$ cat src/ofsc_pkg.sv
`default_nettype none
// ----------------------------------------------------------------------------
// ofsc_pkg
// Types, event codes and helpers shared by the object file stream checker.
// ----------------------------------------------------------------------------
package ofsc_pkg;

	localparam int OFFSET_W = 17;
	localparam logic [OFFSET_W-1:0] OFFSET_MAX = {OFFSET_W{1'b1}};
	localparam logic [15:0] EXT_MAX = 16'hffff;

	// Event codes reported with each word.
	localparam logic [4:0] EV_MAGIC        = 5'd0;
	localparam logic [4:0] EV_GLOBAL_CHAR  = 5'd1;
	localparam logic [4:0] EV_GLOBAL_END   = 5'd2;
	localparam logic [4:0] EV_VALUE_LOW    = 5'd3;
	localparam logic [4:0] EV_VALUE_DONE   = 5'd4;
	localparam logic [4:0] EV_LENGTH_LOW   = 5'd5;
	localparam logic [4:0] EV_LENGTH_DONE  = 5'd6;
	localparam logic [4:0] EV_EXT_CHAR     = 5'd7;
	localparam logic [4:0] EV_EXT_END      = 5'd8;
	localparam logic [4:0] EV_EXTS_DONE    = 5'd9;
	localparam logic [4:0] EV_RUN_HEADER   = 5'd10;
	localparam logic [4:0] EV_STATIC_BYTE  = 5'd11;
	localparam logic [4:0] EV_RELOC        = 5'd12;
	localparam logic [4:0] EV_EXT_REF      = 5'd13;
	localparam logic [4:0] EV_EXT_REF_OFS  = 5'd14;
	localparam logic [4:0] EV_OPERAND      = 5'd15;
	localparam logic [4:0] EV_UNKNOWN_CODE = 5'd16;
	localparam logic [4:0] EV_END_MARKER   = 5'd17;
	localparam logic [4:0] EV_TRAILING     = 5'd18;
	localparam logic [4:0] EV_SUMMARY      = 5'd19;
	localparam logic [4:0] EV_GLOBALS_DONE = 5'd20;

	localparam logic [3:0] NIB_MASK_HI_D = 4'hd;
	localparam logic [3:0] NIB_HI_C      = 4'hc;

	typedef enum logic [8:0] {
		PH_MAGIC   = 9'b0_0000_0001,
		PH_GLOBAL  = 9'b0_0000_0010,
		PH_GVALUE  = 9'b0_0000_0100,
		PH_LENGTH  = 9'b0_0000_1000,
		PH_EXTERN  = 9'b0_0001_0000,
		PH_FRAG    = 9'b0_0010_0000,
		PH_RUN     = 9'b0_0100_0000,
		PH_OPERAND = 9'b0_1000_0000,
		PH_AFTER   = 9'b1_0000_0000
	} phase_t;

	typedef struct packed {
		phase_t              phase;
		logic [1:0]          byte_pos;
		logic [6:0]          run_rem;
		logic [7:0]          low_hold;
		logic [15:0]         first_word;
		logic [15:0]         decl_len;
		logic [OFFSET_W-1:0] offset_cnt;
		logic [15:0]         ext_cnt;
		logic [7:0]          frag_code;
		logic                in_name;
		logic                finished;
	} ofsc_state_t;

	localparam ofsc_state_t STATE_RESET = '{
		phase:      PH_MAGIC,
		byte_pos:   2'd0,
		run_rem:    7'd0,
		low_hold:   8'd0,
		first_word: 16'd0,
		decl_len:   16'd0,
		offset_cnt: '0,
		ext_cnt:    16'd0,
		frag_code:  8'd0,
		in_name:    1'b0,
		finished:   1'b0
	};

	typedef struct packed {
		logic [4:0]          event_res;
		logic [15:0]         word_value;
		logic [15:0]         offset_value;
		logic [OFFSET_W-1:0] code_offset;
		logic [15:0]         external_number;
		logic                unknown_pattern;
		logic                unexpected_end;
		logic                missing_end_marker;
		logic                too_long;
		logic                length_mismatch;
	} ofsc_result_t;

	// Saturating add of a byte-sized increment to the code offset.
	function automatic logic [OFFSET_W-1:0] sat_add(input logic [OFFSET_W-1:0] a,
		input logic [7:0] n);
		logic [OFFSET_W:0] s;
		s = {1'b0, a} + {{(OFFSET_W-7){1'b0}}, n};
		return s[OFFSET_W] ? OFFSET_MAX : s[OFFSET_W-1:0];
	endfunction

endpackage
`default_nettype wire

$ cat src/ofsc_step.sv
`default_nettype none
// ----------------------------------------------------------------------------
// ofsc_step
// Next state and result for one input word of the object file parser.
// ----------------------------------------------------------------------------
module ofsc_step (
	input  wire ofsc_pkg::ofsc_state_t  cur,
	input  wire logic [7:0]             byte_value,
	input  wire logic                   end_of_input,
	output ofsc_pkg::ofsc_state_t       nxt,
	output ofsc_pkg::ofsc_result_t      res
);

	logic [1:0]  bp_inc;
	logic [15:0] op_word;
	logic [15:0] byte_word;
	logic [6:0]  run_dec;
	logic        mism;

	assign bp_inc    = cur.byte_pos + 2'd1;
	assign op_word   = {byte_value, cur.low_hold};
	assign byte_word = {8'd0, byte_value};
	assign run_dec   = cur.run_rem - 7'd1;
	assign mism      = cur.offset_cnt != {1'b0, cur.decl_len};

	always_comb begin
		nxt = cur;
		res = '0;
		if (end_of_input) begin
			res.event_res       = ofsc_pkg::EV_SUMMARY;
			res.word_value      = cur.decl_len;
			res.code_offset     = cur.offset_cnt;
			res.external_number = cur.ext_cnt;
			case (cur.phase)
				ofsc_pkg::PH_AFTER: begin
					res.too_long        = cur.finished;
					res.length_mismatch = mism;
				end
				ofsc_pkg::PH_FRAG: begin
					res.missing_end_marker = 1'b1;
					res.length_mismatch    = mism;
				end
				default: res.unexpected_end = 1'b1;
			endcase
			nxt = ofsc_pkg::STATE_RESET;
		end else begin
			case (cur.phase)
				ofsc_pkg::PH_MAGIC: begin
					res.event_res = ofsc_pkg::EV_MAGIC;
					res.word_value = byte_word;
					if (bp_inc == 2'd3) begin
						nxt.byte_pos = 2'd0;
						nxt.phase    = ofsc_pkg::PH_GLOBAL;
					end else begin
						nxt.byte_pos = bp_inc;
					end
				end
				ofsc_pkg::PH_GLOBAL: begin
					if (byte_value != 8'd0) begin
						res.event_res  = ofsc_pkg::EV_GLOBAL_CHAR;
						res.word_value = byte_word;
						nxt.in_name    = 1'b1;
					end else if (cur.in_name) begin
						res.event_res = ofsc_pkg::EV_GLOBAL_END;
						nxt.in_name   = 1'b0;
						nxt.byte_pos  = 2'd0;
						nxt.phase     = ofsc_pkg::PH_GVALUE;
					end else begin
						res.event_res = ofsc_pkg::EV_GLOBALS_DONE;
						nxt.byte_pos  = 2'd0;
						nxt.phase     = ofsc_pkg::PH_LENGTH;
					end
				end
				ofsc_pkg::PH_GVALUE: begin
					if (cur.byte_pos == 2'd0) begin
						res.event_res  = ofsc_pkg::EV_VALUE_LOW;
						res.word_value = byte_word;
						nxt.low_hold   = byte_value;
						nxt.byte_pos   = 2'd1;
					end else begin
						res.event_res  = ofsc_pkg::EV_VALUE_DONE;
						res.word_value = op_word;
						nxt.byte_pos   = 2'd0;
						nxt.phase      = ofsc_pkg::PH_GLOBAL;
					end
				end
				ofsc_pkg::PH_LENGTH: begin
					if (cur.byte_pos == 2'd0) begin
						res.event_res  = ofsc_pkg::EV_LENGTH_LOW;
						res.word_value = byte_word;
						nxt.low_hold   = byte_value;
						nxt.byte_pos   = 2'd1;
					end else begin
						res.event_res  = ofsc_pkg::EV_LENGTH_DONE;
						res.word_value = op_word;
						nxt.decl_len   = op_word;
						nxt.byte_pos   = 2'd0;
						nxt.phase      = ofsc_pkg::PH_EXTERN;
					end
				end
				ofsc_pkg::PH_EXTERN: begin
					if (byte_value != 8'd0) begin
						res.event_res  = ofsc_pkg::EV_EXT_CHAR;
						res.word_value = byte_word;
						nxt.in_name    = 1'b1;
					end else if (cur.in_name) begin
						res.event_res = ofsc_pkg::EV_EXT_END;
						nxt.in_name   = 1'b0;
						if (cur.ext_cnt != ofsc_pkg::EXT_MAX) begin
							nxt.ext_cnt = cur.ext_cnt + 16'd1;
						end
					end else begin
						res.event_res = ofsc_pkg::EV_EXTS_DONE;
						nxt.phase     = ofsc_pkg::PH_FRAG;
					end
				end
				ofsc_pkg::PH_FRAG: begin
					res.word_value = byte_word;
					case (byte_value) inside
						8'h00: begin
							res.event_res = ofsc_pkg::EV_END_MARKER;
							res.word_value = 16'd0;
							nxt.phase     = ofsc_pkg::PH_AFTER;
						end
						[8'h01:8'h7f]: begin
							res.event_res  = ofsc_pkg::EV_RUN_HEADER;
							nxt.offset_cnt = ofsc_pkg::sat_add(cur.offset_cnt, byte_value);
							nxt.run_rem    = byte_value[6:0];
							nxt.phase      = ofsc_pkg::PH_RUN;
						end
						[8'h80:8'h8f], [8'hc0:8'hdf]: begin
							res.event_res = ofsc_pkg::EV_OPERAND;
							nxt.frag_code = byte_value;
							nxt.byte_pos  = 2'd0;
							nxt.phase     = ofsc_pkg::PH_OPERAND;
						end
						default: res.event_res = ofsc_pkg::EV_UNKNOWN_CODE;
					endcase
				end
				ofsc_pkg::PH_RUN: begin
					res.event_res  = ofsc_pkg::EV_STATIC_BYTE;
					res.word_value = byte_word;
					nxt.run_rem    = run_dec;
					if (run_dec == 7'd0) begin
						nxt.phase = ofsc_pkg::PH_FRAG;
					end
				end
				ofsc_pkg::PH_OPERAND: begin
					if (cur.byte_pos == 2'd0 || cur.byte_pos == 2'd2) begin
						res.event_res  = ofsc_pkg::EV_OPERAND;
						res.word_value = byte_word;
						nxt.low_hold   = byte_value;
						nxt.byte_pos   = bp_inc;
					end else if (cur.byte_pos == 2'd1
						&& cur.frag_code[7:4] == ofsc_pkg::NIB_MASK_HI_D) begin
						res.event_res  = ofsc_pkg::EV_OPERAND;
						res.word_value = byte_word;
						nxt.first_word = op_word;
						nxt.byte_pos   = 2'd2;
					end else begin
						// Final operand byte: report the fragment and apply its pattern.
						if (cur.byte_pos == 2'd1) begin
							res.event_res  = (cur.frag_code[7:4] == ofsc_pkg::NIB_HI_C)
								? ofsc_pkg::EV_EXT_REF : ofsc_pkg::EV_RELOC;
							res.word_value = op_word;
						end else begin
							res.event_res    = ofsc_pkg::EV_EXT_REF_OFS;
							res.word_value   = cur.first_word;
							res.offset_value = op_word;
						end
						case (cur.frag_code[3:0]) inside
							4'd1, 4'd2: nxt.offset_cnt = ofsc_pkg::sat_add(cur.offset_cnt, 8'd1);
							4'd3:       nxt.offset_cnt = ofsc_pkg::sat_add(cur.offset_cnt, 8'd2);
							default:    res.unknown_pattern = 1'b1;
						endcase
						nxt.byte_pos = 2'd0;
						nxt.phase    = ofsc_pkg::PH_FRAG;
					end
				end
				default: begin
					res.event_res  = ofsc_pkg::EV_TRAILING;
					res.word_value = byte_word;
					res.too_long   = 1'b1;
					nxt.finished   = 1'b1;
				end
			endcase
			res.code_offset     = nxt.offset_cnt;
			res.external_number = nxt.ext_cnt;
		end
	end

endmodule
`default_nettype wire

$ cat src/object_file_stream_checker_core.sv
`default_nettype none
// ----------------------------------------------------------------------------
// object_file_stream_checker_core
// Byte-serial checker for relocatable object files, one event per byte.
// ----------------------------------------------------------------------------
// Each accepted word is one byte of the file, or an end of input flag, and
// yields exactly one event word in the next cycle from the output register.
// A new word can be taken in every cycle in which the output register is empty
// or is being read; the input stalls only when the output register is full and
// stalled. The rate is one word per cycle, set by the single parser step
// that updates the parse state and loads the event register together.
// After the end summary the parser is back in its reset state for a new file.
module object_file_stream_checker_core (
	input  wire  logic        clk,
	input  wire  logic        arst_n,
	input  wire  logic        in_valid,
	output logic              in_stall,
	input  wire  logic [7:0]  byte_value,
	input  wire  logic        end_of_input,
	output logic              out_valid,
	input  wire  logic        out_stall,
	output logic [4:0]        event_res,
	output logic [15:0]       word_value,
	output logic [15:0]       offset_value,
	output logic [16:0]       code_offset,
	output logic [15:0]       external_number,
	output logic              unknown_pattern,
	output logic              unexpected_end,
	output logic              missing_end_marker,
	output logic              too_long,
	output logic              length_mismatch
);

	ofsc_pkg::ofsc_state_t  state_q;
	ofsc_pkg::ofsc_state_t  state_nxt;
	ofsc_pkg::ofsc_result_t res_nxt;
	ofsc_pkg::ofsc_result_t res_q;
	logic                   out_valid_q;
	logic                   accept;

	assign in_stall = out_valid_q && out_stall;
	assign accept   = in_valid && !in_stall;

	ofsc_step u_step (
		.cur          (state_q),
		.byte_value   (byte_value),
		.end_of_input (end_of_input),
		.nxt          (state_nxt),
		.res          (res_nxt)
	);

	always_ff @(posedge clk or negedge arst_n) begin
		if (!arst_n) begin
			state_q     <= ofsc_pkg::STATE_RESET;
			out_valid_q <= 1'b0;
		end else begin
			if (accept) begin
				state_q <= state_nxt;
			end
			if (accept) begin
				out_valid_q <= 1'b1;
			end else if (!out_stall) begin
				out_valid_q <= 1'b0;
			end
		end
	end

	always_ff @(posedge clk) begin
		if (accept) begin
			res_q <= res_nxt;
		end
	end

	assign out_valid          = out_valid_q;
	assign event_res          = res_q.event_res;
	assign word_value         = res_q.word_value;
	assign offset_value       = res_q.offset_value;
	assign code_offset        = res_q.code_offset;
	assign external_number    = res_q.external_number;
	assign unknown_pattern    = res_q.unknown_pattern;
	assign unexpected_end     = res_q.unexpected_end;
	assign missing_end_marker = res_q.missing_end_marker;
	assign too_long           = res_q.too_long;
	assign length_mismatch    = res_q.length_mismatch;

endmodule
`default_nettype wire
$ cat config.mk
export PLATFORM = sky130hd
export DESIGN_NAME = object_file_stream_checker_core
export DESIGN_NICKNAME = d
export VERILOG_FILES = /design/src/ofsc_pkg.sv /design/src/ofsc_step.sv /design/src/object_file_stream_checker_core.sv
export SDC_FILE = /design/constraint.sdc
export NUM_CORES = 1
export LEC_CHECK = 0
export BUFFER_PORTS_ARGS = -buffer_cell sky130_fd_sc_hd__clkbuf_2
export CAP_MARGIN = 5
export CELL_PAD_IN_SITES_DETAIL_PLACEMENT = 0
export CELL_PAD_IN_SITES_GLOBAL_PLACEMENT = 1
export CORE_ASPECT_RATIO = 1.2
export CORE_UTILIZATION = 50
export DETAILED_ROUTE_END_ITERATION = 8
export PLACE_DENSITY = 0.87
export SLEW_MARGIN = 20
export SYNTH_ARGS = -nofsm -noshare
export SYNTH_HDL_FRONTEND = slang
export SYNTH_SLANG_ARGS = --single-unit
$ cat constraint.sdc
create_clock -name clk -period 9.5 [get_ports clk]
set_input_delay 2.85 -clock clk [delete_from_list [all_inputs] [get_ports clk]]
set_output_delay 2.85 -clock clk [all_outputs]
set_load 0.01 [all_outputs]
==> reports/results.tsv, run 1 <==
metric	value	unit
Root Driver	clkbuf_16	
Power Dens Cells	189	mW/mm²
Setup Buffers After CTS	0	
Mapped Area	0.0104	mm²
Bufs on Longest Clock Path	2	
Global Route Usage Sum	0.285	
synthesized area per cell	9.56	µm²
Fill cells	1839	
DR iter-0 viols	847	
min-delay worst type	reg2reg	
Worst R2R Setup Slack	5890	ps
RR Endpoint	code_offset[6]	
final hold violations	0	
Starting Density	0.513	
hold-fix buffer count after cts	0	
Boundary Pins	90	
Chip Height	160	µm
share of cells above drive strength 1	0.167	
f_max	0.165	GHz
htree depth	4	
Nets	1155	
period utilization	0.636	
Worst setup EP type	output pin	
Syn. warnings	0	
Clk Latency, worst-skew pair	450	ps
Worst Skew	18.2	ps
Slew Viols, Final	0	
Cell Rows	57	
status	finished clean	
number of flops mapped to enable cells by yosys	75	
CP startpoint	out_stall	
unrepaired setup endpoints after global routing	false	
Max Used Layer	met4	
TritonRoute pass-1 iters	8	
VDD IR-drop max	0.000138	V
GP Congestion	0.914	
Tightest Pin Transition	1150	ps
cts bufs inserted	17	
area delta synth->final	10.7	%
Worst EP required	6650	ps
Num Clock Sinks	177	
final WL	29.9	mm
top_reg_cell synth	dfrtp_1	
critical path arrival	3200	ps
dpl hpwl	20.2	mm
setup tns final	0	ps
Leak Pwr	4.70	nW
critical path capture point	in_stall	
PostCTS Resize Cnt	0	
worst-path fanout max	3	
CTS tree	done	
full die area	0.0214	mm²
Port Buffers	89	
clock slew at reported path FFs	70	ps
syn nets	1118	
Final Instance Area	0.0115	mm²
Post-DP Area	0.0109	mm²
critical path class	in2out	
relative slew slack	0.232	
GR Overflow Total	0	
Yosys cell types	88	
DRT met1 WL	12.7	mm
Via density	6.45	
initial antenna violation count	0	
first-pass GRT wire length	47.1	mm
ANT cells	0	
worst reg2reg path depth	7	
core area	0.0203	mm²
max_cap viols	0	
sequential share of the synthesized area	0.461	
RR Startpoint	state_q[94]	
post-DR wirelength/cell	21.3	µm
Startpoint Class	input pin	
vias in the first global route	8375	
Tmin final	6050	ps
Synth Instances	1091	
drt drc	0	
ANT nets after route	0	
total number of vias	9068	
metal3 WL	2.31	mm
Met2 Wirelength	13.9	mm
largest net degree at the start of global routing	69	
Die Width	134	µm
#FFs+latches synth	177	
Final setup viols	0	
Post-synth ARST share	0.576	
[where the power goes]
| group | internal (mW) | switching (mW) |
|---|---|---|
| Sequential | 0.886 | 0.0960 |
| Clock | 0.358 | 0.358 |
| Combinational | 0.179 | 0.304 |
| Total | 1.42 | 0.758 |
[cell type report]
cell class              count  area, µm²  area share
clock buffers              17        425      0.0368
well taps                 265        332      0.0287
multi-input cells         818       5220       0.452
repair buffers             97        510      0.0442
clock inverters            15        183      0.0158
inverters                  17       66.3     0.00574
flip-flops and latches    177       4810       0.416
[registers in the layout (all words and copies together) (netlist names)]
name	count
unexpected_end	1
missing_end_marker	1
state_q	101
offset_value	16
word_value	16
external_number	16
out_valid	1
event_res	5
length_mismatch	1
code_offset	17
unknown_pattern	1
too_long	1
[worst max-delay path: stages]
cell and delay, ps:
clkbuf_2 80, nand2_1 100, inv_1 50, clkbuf_2 120
[worst min path at each step]
stage / end / cells past startpoint / from / slack (ps)
after global placement: state_q[0] / 2 / state_q[0] / 490
after detailed placement: state_q[66] / 2 / state_q[66] / 500
final: state_q[72] / 2 / state_q[72] / 510
after floorplan: state_q[0] / 2 / state_q[0] / 460
after global routing: state_q[63] / 2 / state_q[63] / 550
after CTS: state_q[72] / 2 / state_q[72] / 510
[synthesized netlist by cell type (all sizes together), types with 8 or more instances]
master | count | share of area
inv | 17 | 0.0061
a22o | 17 | 0.014
o22ai | 9 | 0.0054
nor2b | 12 | 0.0079
mux2 | 22 | 0.024
dfrtp | 101 | 0.24
a221oi | 8 | 0.0067
clkbuf | 56 | 0.020
o21ai | 96 | 0.046
a222oi | 9 | 0.0086
a22oi | 13 | 0.0094
mux2i | 20 | 0.019
a31oi | 22 | 0.013
xor2 | 18 | 0.015
nand3 | 38 | 0.019
ha | 13 | 0.016
o31ai | 18 | 0.017
and3 | 32 | 0.019
nor4 | 11 | 0.0086
a21oi | 52 | 0.025
nand2 | 123 | 0.044
nor3 | 34 | 0.021
edfxtp | 75 | 0.22
xnor2 | 25 | 0.021
nor2 | 86 | 0.033
nand4 | 17 | 0.010
buf | 23 | 0.012
[through the flow]
step                worst slack [ps]  power, mW   util  hold WS, ps  instances
floorplan                       3230       1.31      -          463       1091
global placement                3450       1.46  0.538          485       1374
detailed placement              3450       1.47  0.538          496       1374
CTS                             3450       2.18  0.568          513       1406
global route                    3400       2.28  0.568          547       1406
finish                          3450       2.18  0.568          513       1406
[cells in the final DEF (no fill, tap or decap), types with 17 or more instances in the layout]
cell type  count
a31oi_1       22
clkbuf_16     17
dfrtp_1      101
edfxtp_1      75
mux2_2        22
nand2_1      122
nor3_1        26
o21ai_0       90
xnor2_1       25
a22o_1        17
nand3_1       37
a21oi_1       51
clkbuf_2      87
and3_1        31
mux2i_1       20
nand4_1       17
nor2_1        82
xor2_1        18
[layer usage]
metal	vias to the layer above	track usage
met5	-	0
met4	0	0.123
met3	70	0.0571
met2	412	0.447
met1	4378	0.381
li1	4208	-
[logic make-up (layout without fill, tap and decap cells)]
group | after synthesis | in the layout | synth area share
adder cells (fa/ha/maj) | 15 | 15 | 0.0185
AND/OR/NAND/NOR | 397 | 397 | 0.193
flip-flops | 177 | 177 | 0.461
AO/OA/AOI/OAI | 321 | 321 | 0.209
buffers and inverters | 96 | 146 | 0.0389
XOR/XNOR | 43 | 43 | 0.0361
multiplexers | 42 | 42 | 0.0430
Note: power is estimated with default switching activity, not from simulation.
==> run 2: changes to the inputs <==
Settings changed: CORE_UTILIZATION 50 to 47, PLACE_DENSITY 0.87 to 0.82.
Clock period 9.5 ns to 5.9 ns, I/O delays scaled along.
==> run 2 against run 1 <==
Net effect: worst hold slack lost 7.9 ps; global-route usage down 0.40 points; sequential share of layout area is 0.28 points lower; final cell count is 1.1% higher; combinational power up 63%; wire length is 2.8% higher; critical endpoint is now code_offset[10].
==> reports/results.tsv, run 2 (synthesized netlist as in run 1, its figures left out) <==
metric	value	unit
status	finished clean	
Reg power frac	0.441	
vias in the first global route	8369	
Die Width	138	µm
Final setup viols	0	
final hold violations	0	
GP Congestion	0.940	
Worst setup EP type	flop	
cts bufs inserted	17	
placed insts	1389	
critical path class	in2reg	
Fill cells	1993	
Boundary Pins	90	
sw power	1.23	mW
TritonRoute pass-1 iters	6	
Leak Pwr	4.75	nW
Chip Height	165	µm
min-delay worst type	reg2reg	
f_max	0.238	GHz
VDD IR-drop max	0.000207	V
clock slew at reported path FFs	70	ps
CTS tree	done	
Worst Skew	10.3	ps
Worst EP required	6080	ps
most common cell after layout, fill and taps aside	nand2_1	
Comb pwr share	0.219	
setup tns final	0	ps
Int Power	2.37	mW
htree depth	4	
Place WS	1270	ps
dpl hpwl	20.7	mm
DR iter-0 viols	948	
full die area	0.0228	mm²
ANT nets after route	0	
critical path capture point	code_offset[10]	
CP startpoint	byte_value[0]	
largest net degree at the start of global routing	74	
Startpoint Class	input pin	
Num Clock Sinks	177	
final WL	30.8	mm
Setup Buffers After CTS	0	
unrepaired setup endpoints after global routing	false	
max reg flops	101	
Root Driver	clkbuf_16	
post-DR wirelength/cell	21.6	µm
Worst R2R Setup Slack	2300	ps
period utilization	0.713	
Finished Layout Cells	1421	
Via density	6.35	
Cell Rows	59	
initial antenna violation count	0	
Global Route Usage Sum	0.281	
max_cap viols	0	
hold-fix buffer count after cts	0	
PostCTS Resize Cnt	0	
share of cells above drive strength 1	0.170	
Final Worst Setup Slack	1690	ps
total number of vias	9025	
switching share of power	0.341	
Port Buffers	89	
RR Endpoint	code_offset[4]	
worst reg2reg path depth	8	
ANT cells	0	
Starting Density	0.480	
Nets	1161	
Tmin final	4210	ps
Power Dens Cells	310	mW/mm²
most frequent cells in the layout	122 x nand2_1, 101 x dfrtp_1, 90 x o21ai_0	
area delta synth->final	11.5	%
Bufs on Longest Clock Path	2	
GR Overflow Total	0	
Clk Latency, worst-skew pair	440	ps
critical path arrival	4390	ps
relative slew slack	0.279	
RR Startpoint	state_q[27]	
first-pass GRT wire length	48.1	mm
drt drc	0	
largest register by flop count	state_q	
Tightest Pin Transition	1080	ps
worst-path fanout max	9	
core area	0.0217	mm²
Slew Viols, Final	0	
clock share of power	0.340	
[run 2: worst min path at each step]
stage | endpoint | slack [ps] | depth (start not counted) | startpoint
after floorplan | state_q[0] | 460 | 2 | state_q[0]
after global placement | state_q[61] | 480 | 2 | state_q[61]
after detailed placement | state_q[73] | 490 | 2 | state_q[73]
after CTS | state_q[73] | 510 | 2 | state_q[73]
after global routing | state_q[62] | 540 | 2 | state_q[62]
final | state_q[73] | 510 | 2 | state_q[73]
[run 2: power by group through the flow]
stage	logic, mW	clock network, mW	registers, mW
CTS	0.775	1.24	1.58
detailed placement	0.770	0	1.61
floorplan	0.576	0	1.54
finish	0.787	1.22	1.59
global route	0.868	1.28	1.61
global placement	0.766	0	1.61
[run 2: worst max-delay path: stages]
cell      delay [ps]
clkbuf_2         200
ha_1             280
fa_1             400
a21o_1           210
a221oi_1         560
a211oi_2         320
nor2b_4          220
xor2_1           130
o21ai_0          180
o211ai_1         110
[run 2: through the flow]
step                      cell area (µm²)  utilization  hold WS (ps)  power (mW)
after floorplan                     10400            -           463        2.12
after global placement              11000        0.506           483        2.37
after detailed placement            11000        0.506           490        2.38
after CTS                           11600        0.536           507        3.60
after global routing                11600        0.536           541        3.76
final                               11600        0.536           506        3.60
[run 2: area by class of cell]
type                       instances  area (µm²)  share of cell area
inverter                          17        66.3             0.00571
timing repair buffer             103         556              0.0478
clock buffer                      17         425              0.0366
clock inverter                    15         210              0.0181
multi-input combinational        818        5220               0.449
sequential                       177        4810               0.413
tap                              274         343              0.0295
[run 2: routing by layer]
metal  global-route usage  wire, µm  vias to the layer above  share of wire
met4                0.120      1080                        0          0.035
met5                    0         0                        -              0
met3               0.0430      2080                       69          0.068
met2                0.442     14400                      415           0.47
li1                     -         -                     4201              -
met1                0.383     13200                     4340           0.43
==> run 3: changes to the inputs <==
Settings changed: CORE_UTILIZATION 47 to 43, PLACE_DENSITY 0.82 to 0.8.
Clock period 5.9 ns to 3.53 ns, I/O delays scaled along.
==> run 3 against run 2 <==
Net effect: clock power increased by 66%; power is 70% higher; critical path depth decreased by 1; final cell count rose by 9.2%; highest routed layer unchanged.
==> reports/results.tsv, run 3 (synthesized netlist as in run 1, its figures left out) <==
metric	value	unit
TritonRoute pass-1 iters	6	
critical path arrival	3520	ps
Root Driver	clkbuf_16	
DR iter-0 viols	825	
post-DR wirelength/cell	20.6	µm
Slew Viols, Final	0	
clock slew at reported path FFs	60	ps
Fill cells	2230	
vias in the first global route	8874	
drt drc	0	
worst-path fanout max	8	
ANT nets after route	0	
setup tns final	0	ps
Worst EP required	3860	ps
full die area	0.0249	mm²
highest cell delay on the worst timing path	620	ps
core area	0.0239	mm²
cts bufs inserted	17	
most frequent cells in the layout	122 x nand2_1, 101 x dfrtp_1, 99 x buf_4	
Die Width	144	µm
PostCTS Resize Cnt	0	
area delta synth->final	18.2	%
Worst setup EP type	flop	
Place WS	-97.2	ps
hold-fix buffer count after cts	0	
WHS	511	ps
unrepaired setup endpoints after global routing	false	
Cell Rows	62	
Via density	6.09	
f_max	0.314	GHz
fin util	0.516	
Tmin final	3190	ps
share of cells above drive strength 1	0.226	
Boundary Pins	90	
Leak Pwr	5.17	nW
min-delay worst type	reg2reg	
critical path cell sequence	clkbuf_2, buf_4, or4_4, or4_1, buf_4, o21ai_1, and4_1, o21ai_1, a22o_1	
Power Dens Cells	496	mW/mm²
Startpoint Class	input pin	
Worst R2R Setup Slack	390	ps
dpl hpwl	22.9	mm
relative slew slack	0.504	
largest net degree at the start of global routing	48	
final hold violations	0	
Critical Path Slowest Stage Cell	or4_1	
total number of vias	9452	
htree depth	4	
Chip Height	173	µm
CTS tree	done	
largest register by flop count	state_q	
GR Overflow Total	0	
Bufs on Longest Clock Path	2	
Tightest Pin Transition	743	ps
most common cell after layout, fill and taps aside	nand2_1	
max reg flops	101	
VDD IR-drop max	0.000348	V
Nets	1246	
max_cap viols	0	
critical path class	in2reg	
Final Worst Setup Slack	344	ps
Setup Buffers After CTS	0	
initial antenna violation count	0	
Worst Skew	11.9	ps
CP delay by family, top	simple AND/OR/NAND/NOR gates	
Port Buffers	89	
status	finished clean	
first-pass GRT wire length	50.2	mm
Final setup viols	0	
final WL	32.0	mm
Num Clock Sinks	177	
GP Congestion	0.932	
Global Route Usage Sum	0.268	
Clk Latency, worst-skew pair	450	ps
ANT cells	0	
WP buf/inv	3	
period utilization	0.903	
Starting Density	0.436	
## run 3: cell count changes in the layout (fill, tap and decap cells not counted), sizes merged
cell / delta
inv: -1
bufinv: +1
buf: +85
clkinv: -2
clkbuf: +2
## run 3: cell type report
class | count | area, µm² | share of cell area
Multi-Input combinational cell | 818 | 5220 | 0.424
Sequential cell | 177 | 4810 | 0.390
Timing Repair Buffer | 188 | 1220 | 0.0989
Clock buffer | 19 | 443 | 0.0359
Tap cell | 320 | 400 | 0.0325
Clock inverter | 13 | 171 | 0.0139
Inverter | 17 | 66.3 | 0.00538
## run 3: report_power, final
part,internal [mW],total (mW),leakage (nW),switching (mW)
clock network,1.15,2.02,0.303,0.867
registers,2.39,2.62,2.10,0.232
logic,0.590,1.48,2.77,0.886
total,4.13,6.11,5.17,1.98
## run 3: worst reg2reg max path, stage by stage (launching register included)
cell,delay [ps]
dfrtp_1,470
nor4_2,510
nand3_1,350
buf_4,280
nor2_1,110
buf_4,230
nor2_1,110
o21bai_1,180
a211oi_1,390
buf_4,190
a21oi_1,60
## run 3: layer usage
layer,vias up,GRT usage,part of all wire
met2,379,0.418,0.47
met5,-,0,0
met4,0,0.118,0.040
met3,76,0.0438,0.056
met1,4625,0.364,0.43
li1,4372,-,-
## run 3: final timing paths
path / to / cells past startpoint / startpoint
max: state_q[96] / 9 / byte_value[0]
max in group asynchronous: state_q[32] / 2 / arst_n
max reg2reg: code_offset[4] / 10 / state_q[97]
min in group asynchronous: state_q[61] / 1 / arst_n
min: state_q[65] / 2 / state_q[65]
min reg2reg: state_q[65] / 2 / state_q[65]
## run 3: through the flow
| step | instances | total power, mW | area [µm²] |
|---|---|---|---|
| after floorplan | 1091 | 3.53 | 10400 |
| after global placement | 1520 | 4.09 | 11700 |
| after detailed placement | 1520 | 4.10 | 11700 |
| after CTS | 1552 | 6.12 | 12300 |
| after global routing | 1552 | 6.39 | 12300 |
| final | 1552 | 6.11 | 12300 |
